`src/sv/assert_macros.svh`:
```
// Assertion macros shared by the segment intersection RTL.
// Every check is clocked on the rising edge of clock and disabled during reset.
`ifndef ASSERT_MACROS_SVH
`define ASSERT_MACROS_SVH

// Checks that a property holds at every rising clock edge.
`define SSI_ASSERT(lbl, prop, msg) \
   lbl: assert property (@(posedge clock) disable iff (reset) (prop)) else $error(msg);

// Checks that a condition implies a consequence in the next cycle.
`define SSI_ASSERT_NEXT(lbl, cond, cons, msg) \
   lbl: assert property (@(posedge clock) disable iff (reset) (cond) |=> (cons)) else $error(msg);

`endif

```
`src/sv/ssi_pkg.sv`:
```
// Package for the segment intersection block: widths, queue entry and status types.
// No dependencies.
`timescale 1ns / 1ps
`default_nettype none
package ssi_pkg;
   localparam int CoordWidth   = 16;
   localparam int DiffWidth    = CoordWidth + 1;
   localparam int ProdWidth    = 2 * DiffWidth;
   localparam int SumWidth     = ProdWidth + 1;
   localparam int MagWidth     = SumWidth - 1;
   localparam int QuotWidth    = DiffWidth;
   localparam int NumWidth     = MagWidth + QuotWidth;
   localparam int BaseWidth    = CoordWidth + 2;
   localparam int FifoDepth    = 4;
   localparam int FifoPtrWidth = $clog2(FifoDepth);
   localparam int FifoCntWidth = $clog2(FifoDepth + 1);

   typedef struct packed {
      logic signed [CoordWidth-1:0] p1x;
      logic signed [CoordWidth-1:0] p1y;
      logic [DiffWidth-1:0]         ax_mag;
      logic [DiffWidth-1:0]         ay_mag;
      logic                         neg_x;
      logic                         neg_y;
      logic [MagWidth-1:0]          nr_mag;
      logic [MagWidth-1:0]          dv_mag;
      logic                         hit;
      logic                         want;
   } job_type;

   typedef struct packed {
      logic full;
      logic empty;
   } fifo_stat_type;
endpackage
`default_nettype wire

```
`src/sv/ssi_fifo.sv`:
```
// Short queue of classified transactions between the front and back ends.
// Depends on ssi_pkg and assert_macros.svh.
`timescale 1ns / 1ps
`default_nettype none
`include "assert_macros.svh"
module ssi_fifo (
   input  wire logic                    clock,
   input  wire logic                    reset,
   input  wire logic                    push,
   input  wire ssi_pkg::job_type        push_job,
   input  wire logic                    pop,
   output ssi_pkg::job_type             pop_job,
   output ssi_pkg::fifo_stat_type       stat
);
   localparam int PtrW = ssi_pkg::FifoPtrWidth;
   localparam int CntW = ssi_pkg::FifoCntWidth;

   ssi_pkg::job_type  mem_ff [ssi_pkg::FifoDepth];
   logic [PtrW-1:0]   wr_ff, rd_ff;
   logic [CntW-1:0]   cnt_ff;

   always_comb begin
      stat.full  = cnt_ff == CntW'(ssi_pkg::FifoDepth);
      stat.empty = cnt_ff == '0;
      pop_job    = mem_ff[rd_ff];
   end

   always_ff @(posedge clock) begin
      if (reset) begin
         wr_ff  <= '0;
         rd_ff  <= '0;
         cnt_ff <= '0;
      end else begin
         if (push) begin
            wr_ff <= wr_ff + 1'b1;
         end
         if (pop) begin
            rd_ff <= rd_ff + 1'b1;
         end
         if (push && !pop) begin
            cnt_ff <= cnt_ff + 1'b1;
         end else if (pop && !push) begin
            cnt_ff <= cnt_ff - 1'b1;
         end
      end
   end

   always_ff @(posedge clock) begin
      if (push) begin
         mem_ff[wr_ff] <= push_job;
      end
   end

   `SSI_ASSERT(a_cnt_bound, cnt_ff <= CntW'(ssi_pkg::FifoDepth), "queue count above depth")
   `SSI_ASSERT(a_no_underflow, !(pop && stat.empty), "pop from empty queue")
   `SSI_ASSERT_NEXT(a_cnt_up, push && !pop, cnt_ff == $past(cnt_ff) + 1'b1, "count did not rise")
endmodule
`default_nettype wire

```
`config.mk`:
```
export PLATFORM = sky130hd
export DESIGN_NAME = ssi_fifo
export DESIGN_NICKNAME = d
export VERILOG_FILES = /design/src/sv/ssi_pkg.sv /design/src/sv/ssi_fifo.sv
export VERILOG_INCLUDE_DIRS = /design/src /design/src/sv
export SDC_FILE = /design/constraint.sdc
export NUM_CORES = 1
export LEC_CHECK = 0
export BUFFER_PORTS_ARGS = -buffer_cell sky130_fd_sc_hd__buf_2
export CAP_MARGIN = 10
export CORE_MARGIN = 5
export CORE_UTILIZATION = 32
export CTS_BUF_LIST = sky130_fd_sc_hd__clkbuf_8 sky130_fd_sc_hd__clkbuf_16
export CTS_CLUSTER_DIAMETER = 50
export DETAILED_ROUTE_END_ITERATION = 12
export GPL_TIMING_DRIVEN = 1
export HOLD_SLACK_MARGIN = 0.03
export PLACE_DENSITY_LB_ADDON = 0.15
export SETUP_SLACK_MARGIN = 0.2
export SYNTH_ARGS = -nofsm -noshare
export SYNTH_HDL_FRONTEND = slang
export SYNTH_SLANG_ARGS = --single-unit
```
`constraint.sdc`:
```
create_clock -name clock -period 4.8 [get_ports clock]
set_clock_uncertainty 0.15 [all_clocks]
set_input_delay 0 -clock clock [delete_from_list [all_inputs] [get_ports clock]]
set_output_delay 0 -clock clock [all_outputs]
set_load 0.005 [all_outputs]
```
==> impl_metrics.ini, run 1 <==
[synthesis]
synth_nets = 913
synthFlopType = edfxtp_1
seq_area_frac_synth_pct = 81.9
synth-adder-area-share_pct = 0.404
ys_top_cells_by_area = edfxtp_1, mux4_2, buf_12, dfxtp_1, buf_2
synth-compound-area-share_pct = 0.0489
synth_edf_count = 552
synthesis.area_um2 = 20500
yosysMostFrequentCell = edfxtp_1
yosysWarnings = 0
synth_top_family_by_area = multiplexers
ys_top_cells_by_count = edfxtp_1, mux4_2, buf_2
syn_inst = 765
syn_area_per_cell_um2 = 26.7
synthArstFlopShare_pct = 0
synth_largest_area_cell = edfxtp_1
synth_xor_area_share_pct = 0.214
synth_cell_types = 22
yosysTopAreaCellShare_pct = 81.0
synth-seq-cells = 561
yosys.area_share.simple_pct = 0.361
muxShareOfSynthArea_pct = 15.3

[power_and_ir_drop]
p_total_mw = 11.9
switching_share_pct = 22.0
p_int_mw = 9.25
ir_worst_vdd_uv = 317
power_frac_comb_pct = 9.4
power.switching_mw = 2.60
power.share.sequential_pct = 48.3
power.leakage_nw = 9.48
power_frac_clock_pct = 42.3
p_per_area_nw_per_um2 = 428

[global_routing]
grtUsageTotal_pct = 13.0
grt_pass1_vias = 11300
grt_pass1_wl_mm = 68.9
gr-total-overflow = 0
antenna_found_initial = 6
grt_max_degree = 67

[routing]
dr.pass1.iters = 4
drc_errors = 0
drt_iter0_drc = 579
via_per_inst = 4.45
wl_per_cell_um = 19.9
vias = 10100
drt-total-wl_mm = 45.3
final_antenna_net_count = 0

[cts]
htree_levels = 3
numCtsBuffers = 71
cts_resized = 0
postCtsSetupBuffers = 0
cts_hold_buf = 266
path_clk_slew_ns = 0.06
clock_path_buffers = 3
clock-sinks = 561
cts-root-buf = clkbuf_16
insertion_delay_ns = 0.58
cts_tree = yes

[placed_design]
dp_hpwl_mm = 26.0
numPortBuffers = 281
dpl_cell_area_um2 = 22800
gp_congestion = 0.695

[timing]
rsz0062_at_grt = false
report.final.hold_viol_count = 0
min_period_ns = 2.92
slew_viol_final = 0
worstMarginPinSlew_ns = 0.942
fmax_mhz = 342
setup_viol = 0
relSlewSlack_pct = 37.2
period_share_pct = 60.9
tns_ns = 0
whs_ns = 0.0568

[worst_setup_path]
critPathTopFamily = flip-flops
rr_worst_depth = 4
start_kind = register
path_cells = buf_12, mux4_2, buf_2
required_ns = 4.65
arrival_ns = 2.77
r2r_start = wr_ff[0]
crit_path_end_kind = output port
r2r-end = mem_ff[2][15]
r2r_setup_slack_ns = 2.48
path_buf_inv = 2
critPathMaxStageDelay_ns = 0.97
cp_max_fo = 43
critical_path_class = register to output port
crit_slowest_cell = dfxtp_4

[worst_hold_path]
hold_start = push_job[108]
holdPathStages = 2
min_path_type = input port to register
whs_endpoint = mem_ff[2][108]

[floorplan]
die_y_um = 263
initial_utilization_pct = 32.4
io_pins = 282
die-area_um2 = 69100
die_w_um = 263
rows = 92
core-area_um2 = 63200

[layout]
seq_area_um2 = 16800
fillers = 5490
synthToLayoutAreaGrowth_pct = 35.5
drive_above_1_share_pct = 38.2
utilization_pct = 43.9
multi_input_area_um2 = 3350
final_area_um2 = 27700
nets = 1517

[run]
drv_cap = 0

[outcome]
status = completed
-- state kept, by name (all words and copies together), names as in the netlist, named ones only --
signal	count
cnt_ff	3
mem_ff	552
rd_ff	2
wr_ff	2
-- per-stage QoR --
stage	instances	setup WS (ns)
after floorplan	765	0.433
after global placement	1876	2.34
after detailed placement	1876	2.34
after CTS	2266	1.70
after global routing	2270	1.60
final	2271	1.88
-- power groups by stage --
stage | sequential, mW | combinational [mW] | clock, mW
after floorplan | 5.80 | 0.565 | 0
after global placement | 5.82 | 0.978 | 0
after detailed placement | 5.83 | 0.983 | 0
after CTS | 5.73 | 1.16 | 5.19
after global routing | 5.74 | 1.22 | 5.39
final | 5.72 | 1.12 | 5.02
-- layout make-up --
class / count / area share, %
clock inverter: 52 / 1.59
clock buffer: 72 / 6.50
timing repair buffer: 563 / 15.4
multi-input combinational: 168 / 12.1
sequential: 561 / 60.5
antenna: 5 / 0.0451
tap: 846 / 3.82
inverter: 4 / 0.0542
-- layer usage --
layer | vias to the layer above | global-route usage [%] | part of all wire, %
li1 | 4548 | - | -
met1 | 5248 | 16.4 | 42
met2 | 249 | 21.6 | 50
met3 | 70 | 3.76 | 5.9
met4 | 2 | 4.43 | 2.3
met5 | - | 0 | 0.029
-- kinds of logic after synthesis --
family                   Yosys count
adder cells (fa/ha/maj)            6
XOR/XNOR                           5
AO/OA/AOI/OAI                      2
buffers and inverters             36
flip-flops                       561
AND/OR/NAND/NOR                   15
multiplexers                     140
-- how the worst max path moves through the flow --
stage             start  slack (ns)  cells past startpoint           end
2_1_floorplan  wr_ff[0]        0.43                      3  mem_ff[0][0]
5_1_grt        register        1.60                      3   pop_job[95]
6_report       register        1.88                      3   pop_job[21]
3_5_place_dp   register        2.34                      3   pop_job[95]
4_1_cts        register        1.70                      3   pop_job[95]
3_3_place_gp   register        2.34                      3   pop_job[95]
-- cell usage in the layout (no fill, tap or decap) --
master / netlist / final
ha_1: 5 / 5
bufinv_16: 0 / 5
buf_4: 1 / 9
clkinv_4: 0 / 2
clkinv_1: 0 / 11
xnor2_1: 2 / 2
edfxtp_1: 552 / 552
clkinv_2: 0 / 8
o21ai_0: 1 / 1
diode_2: 0 / 5
mux2i_1: 2 / 2
nand2_1: 1 / 1
a21oi_1: 1 / 1
nor3b_1: 1 / 1
nor2_1: 7 / 7
xor2_1: 3 / 3
buf_2: 13 / 281
dfxtp_1: 9 / 7
inv_1: 4 / 16
clkinv_8: 0 / 2
and2_4: 0 / 4
clkbuf_16: 0 / 72
inv_8: 0 / 2
clkinvlp_4: 0 / 6
inv_16: 0 / 1
inv_6: 0 / 3
mux4_2: 138 / 138
dfxtp_4: 0 / 2
or3_1: 1 / 1
buf_12: 11 / 7
dlygate4sd3_1: 0 / 266
fa_1: 1 / 1
nor3_1: 1 / 1
Note: power is estimated with default switching activity, not from simulation.
==> run 2, diff against run 1 <==
==> constraint.sdc (replaced) <==
create_clock -name clock -period 2.9 [get_ports clock]
set_clock_uncertainty 0.15 [all_clocks]
set_input_delay 0 -clock clock [delete_from_list [all_inputs] [get_ports clock]]
set_output_delay 0 -clock clock [all_outputs]
set_load 0.005 [all_outputs]
==> impl_metrics.ini, run 2 (synthesis gave the netlist of run 1 again) <==
[placed_design]
placedCellCount = 1906
dpl_cell_area_um2 = 23300
dp_hpwl_mm = 29.0
gp_congestion = 0.686
numPortBuffers = 281

[worst_setup_path]
r2r-end = cnt_ff[2]
required_ns = 2.75
crit_path_end_kind = output port
critical_path_class = register to output port
path_cells = buf_12, mux4_2, buf_2
start_kind = register
r2r_setup_slack_ns = 0.70
rr_worst_depth = 5
cp_max_fo = 37
crit_slowest_cell = dfxtp_4
arrival_ns = 2.34
critPathMaxStageDelay_ns = 0.63
r2r_start = cnt_ff[0]

[layout]
largest_reg_flops = 552
fin_cells = 2305
top_regs = mem_ff x552, cnt_ff x3
synthToLayoutAreaGrowth_pct = 38.0
fillers = 5455
largest_register = mem_ff
mostFrequentLayoutCells = edfxtp_1, buf_2, dlygate4sd3_1, mux4_2, clkbuf_16
drive_above_1_share_pct = 39.0
final_area_um2 = 28200
nets = 1551
final_common_cell = edfxtp_1

[timing]
relSlewSlack_pct = 57.6
whs_ns = 0.0733
period_share_pct = 85.8
slew_viol_final = 0
fmax_mhz = 402
tns_ns = 0
min_period_ns = 2.49
report.final.hold_viol_count = 0
setup_viol = 0
worstMarginPinSlew_ns = 0.636
rsz0062_at_grt = false

[cts]
cts-root-buf = clkbuf_16
cts_resized = 0
clock_path_buffers = 3
numCtsBuffers = 70
clock-sinks = 561
htree_levels = 3
insertion_delay_ns = 0.60
cts_tree = yes
path_clk_slew_ns = 0.06
postCtsSetupBuffers = 0
cts_hold_buf = 271

[floorplan]
die_w_um = 263
core-area_um2 = 63200
die-area_um2 = 69100
rows = 92
initial_utilization_pct = 32.4
die_y_um = 263
io_pins = 282

[routing]
wl_per_cell_um = 20.3
dr.pass1.iters = 4
final_antenna_net_count = 0
drt_iter0_drc = 533
drt-total-wl_mm = 46.8
drc_errors = 0
vias = 10300
via_per_inst = 4.46

[worst_hold_path]
whs_endpoint = mem_ff[1][109]
hold_start = push_job[109]
holdPathStages = 2
min_path_type = input port to register

[outcome]
status = completed

[global_routing]
grt_max_degree = 55
grt_pass1_wl_mm = 71.6
grtUsageTotal_pct = 13.4
gr-total-overflow = 0
antenna_found_initial = 6
grt_pass1_vias = 11500

[power_and_ir_drop]
power.leakage_nw = 9.74
ir_worst_vdd_uv = 453
p_per_area_nw_per_um2 = 697

[run]
drv_cap = 0
-- run 2: changes by cell type in the layout (fill, tap and decap cells not counted), moves of 2 or more --
cell	change
dlygate4sd3_1	+5
clkinv_1	+2
inv_6	+2
clkinv_2	-4
inv_1	+4
buf_4	+9
clkinvlp_4	-2
diode_2	-3
buf_12	+21
-- run 2: cell type report --
type                       instances  area (µm²)  area share (%)
inverter                           4        15.0          0.0532
tap                              846        1060            3.75
multi-input combinational        168        3350            11.9
clock inverter                    54         437            1.55
timing repair buffer             598        4810            17.1
sequential                       561       16800            59.4
antenna                            2        5.00          0.0177
clock buffer                      72        1790            6.34
-- run 2: where the power goes --
group | switching (mW) | internal [mW]
registers | 0.109 | 9.32
clock network | 3.30 | 4.96
logic | 0.923 | 1.08
total | 4.33 | 15.4
-- run 2: how the worst max path moves through the flow --
stage                     startpoint       endpoint  slack (ns)
after floorplan             wr_ff[0]   mem_ff[2][0]        0.79
after global placement      wr_ff[0]  mem_ff[0][10]        0.94
after detailed placement    wr_ff[0]  mem_ff[0][17]        0.94
after CTS                   register    pop_job[36]        0.27
after global routing        register    pop_job[70]        0.21
final                       register    pop_job[65]        0.41
-- run 2: routing by layer --
metal	vias to the layer above	GRT usage, %	wire length [µm]
met3	74	3.82	3040
met4	6	4.37	998
li1	4618	-	-
met5	-	0	35
met2	260	22.1	22900
met1	5319	17.3	19800
-- run 2: worst max-delay path, delay by kind of cell, from the launching register on --
family	cells	cell delay, ns
flops	1	0.63
mux	1	0.55
buf+inv	2	0.51
-- run 2: stage by stage --
step | total power [mW] | utilization (%) | setup slack [ns]
after floorplan | 10.5 | - | 0.785
after global placement | 11.4 | 36.8 | 0.940
after detailed placement | 11.4 | 36.8 | 0.938
after CTS | 20.0 | 44.7 | 0.274
after global routing | 20.5 | 44.7 | 0.213
final | 19.7 | 44.7 | 0.411
==> run 3, diff against run 2 <==
--- a/config.mk
+++ b/config.mk
@@ -12,6 +12,7 @@
 export CORE_UTILIZATION = 32
 export CTS_BUF_LIST = sky130_fd_sc_hd__clkbuf_8 sky130_fd_sc_hd__clkbuf_16
 export CTS_CLUSTER_DIAMETER = 50
+export CTS_CLUSTER_SIZE = 24
 export DETAILED_ROUTE_END_ITERATION = 12
 export GPL_TIMING_DRIVEN = 1
 export HOLD_SLACK_MARGIN = 0.03
==> constraint.sdc (replaced) <==
create_clock -name clock -period 3.1 [get_ports clock]
set_clock_uncertainty 0.15 [all_clocks]
set_input_delay 0 -clock clock [delete_from_list [all_inputs] [get_ports clock]]
set_output_delay 0 -clock clock [all_outputs]
set_load 0.005 [all_outputs]
==> impl_metrics.ini, run 3 (synthesis gave the netlist of run 1 again) <==
[worst_setup_path]
cp_max_fo = 31
required_ns = 2.95
path_buf_inv = 2
arrival_ns = 2.37
rr_worst_depth = 4
cp_num_cells = 3
crit_slowest_cell = dfxtp_4
critPathMaxStageDelay_ns = 0.68
start_kind = register
r2r_start = wr_ff[0]
r2r-end = mem_ff[2][90]
crit_path_end = pop_job[27]
path_cells = buf_12, mux4_2, buf_2
crit_path_end_kind = output port
critical_path_class = register to output port
r2r_setup_slack_ns = 1.13
critPathTopFamily = flip-flops

[timing]
setup_viol = 0
worstMarginPinSlew_ns = 0.599
postLayoutSetupSlackWorst_ns = 0.581
tns_ns = 0
report.final.hold_viol_count = 0
slew_viol_final = 0
fmax_mhz = 397
relSlewSlack_pct = 60.1
min_period_ns = 2.52
period_share_pct = 81.3
whs_ns = 0.0585
rsz0062_at_grt = false

[layout]
synthToLayoutAreaGrowth_pct = 35.2
mostFrequentLayoutCells = edfxtp_1, buf_2, dlygate4sd3_1, mux4_2, clkbuf_16
final_area_um2 = 27700
drive_above_1_share_pct = 39.6
largest_reg_flops = 552
nets = 1511
fin_cells = 2261
largest_register = mem_ff
final_common_cell = edfxtp_1
utilization_pct = 43.8
top_regs = mem_ff x552, cnt_ff x3

[placed_design]
numPortBuffers = 281
pre_cts_ws_ns = 1.07
gp_congestion = 0.679
dpl_cell_area_um2 = 23000
dp_hpwl_mm = 27.6
placedCellCount = 1888

[cts]
clock_path_buffers = 3
cts_tree = yes
cts_resized = 0
cts-root-buf = clkbuf_16
insertion_delay_ns = 0.57
clock-sinks = 561
numCtsBuffers = 66
htree_levels = 3
postCtsSetupBuffers = 0
path_clk_slew_ns = 0.06

[routing]
wl_per_cell_um = 20.5
dr.pass1.iters = 4
vias = 10200
final_antenna_net_count = 0
drc_errors = 0
drt_iter0_drc = 471
drt-total-wl_mm = 46.3
via_per_inst = 4.52

[global_routing]
grt_pass1_wl_mm = 70.7
grtUsageTotal_pct = 13.3
grt_max_degree = 82
grt_pass1_vias = 11400
gr-total-overflow = 0
antenna_found_initial = 2

[worst_hold_path]
min_path_type = input port to register

[outcome]
status = completed

[power_and_ir_drop]
power.switching_mw = 4.14
power.share.sequential_pct = 48.4
p_int_mw = 14.1
power_frac_clock_pct = 41.7
p_per_area_nw_per_um2 = 659
switching_share_pct = 22.7
ir_worst_vdd_uv = 391
power.leakage_nw = 9.47
power_frac_comb_pct = 9.9
p_total_mw = 18.2

[floorplan]
io_pins = 282
rows = 92
die-area_um2 = 69100
die_w_um = 263
initial_utilization_pct = 32.4
die_y_um = 263
core-area_um2 = 63200

[run]
drv_cap = 0
## run 3: cell count changes in the layout (fill, tap and decap cells not counted), sizes merged
cell	delta
buf	-18
dlygate4sd3	-18
clkbuf	-3
clkinv	-3
clkinvlp	-3
inv	+3
bufinv	-2
## run 3: worst min path at each step
stage / start / endpoint / slack (ns) / cells past startpoint
2_1_floorplan: push_job[0] / mem_ff[0][0] / -0.05 / 0
3_3_place_gp: push_job[81] / mem_ff[0][81] / 0.07 / 1
3_5_place_dp: push_job[51] / mem_ff[2][51] / 0.07 / 1
4_1_cts: push_job[52] / mem_ff[2][52] / 0.03 / 2
5_1_grt: push_job[10] / mem_ff[1][10] / 0.05 / 2
6_report: push_job[52] / mem_ff[2][52] / 0.06 / 2
## run 3: cell type report
class                      instances  area [µm²]
antenna                            2        5.00
clock inverter                    49         435
tap                              846        1060
timing repair buffer             562        4300
sequential                       561       16800
inverter                           4        15.0
fill                            5539       35500
clock buffer                      69        1730
multi-input combinational        168        3350
## run 3: repair_timing
item / in CTS / in global routing
setup endpoints to repair: 0 / 0
hold endpoints to repair: 618 / 0
hold buffers: 253 / 0
## run 3: power groups by stage
stage	logic, mW	clock network, mW	registers, mW
finish	1.80	7.60	8.82
global route	1.95	8.20	8.85
CTS	1.86	7.87	8.82
detailed placement	1.60	0	8.98
global placement	1.59	0	8.98
floorplan	0.876	0	8.95
## run 3: metal layers
| metal | up-vias | GRT usage (%) | routed length (µm) |
|---|---|---|---|
| met5 | - | 0 | 0 |
| met4 | 0 | 3.96 | 904 |
| met3 | 68 | 3.08 | 2160 |
| met2 | 231 | 21.9 | 22800 |
| met1 | 5393 | 17.8 | 20500 |
| li1 | 4534 | - | - |
## run 3: worst reg2reg max path, cell delays in order, from the launching register on
cell and delay [ns]:
dfxtp_1 0.35, inv_1 0.10, ha_1 0.15, and2_4 0.49
buf_12 0.36
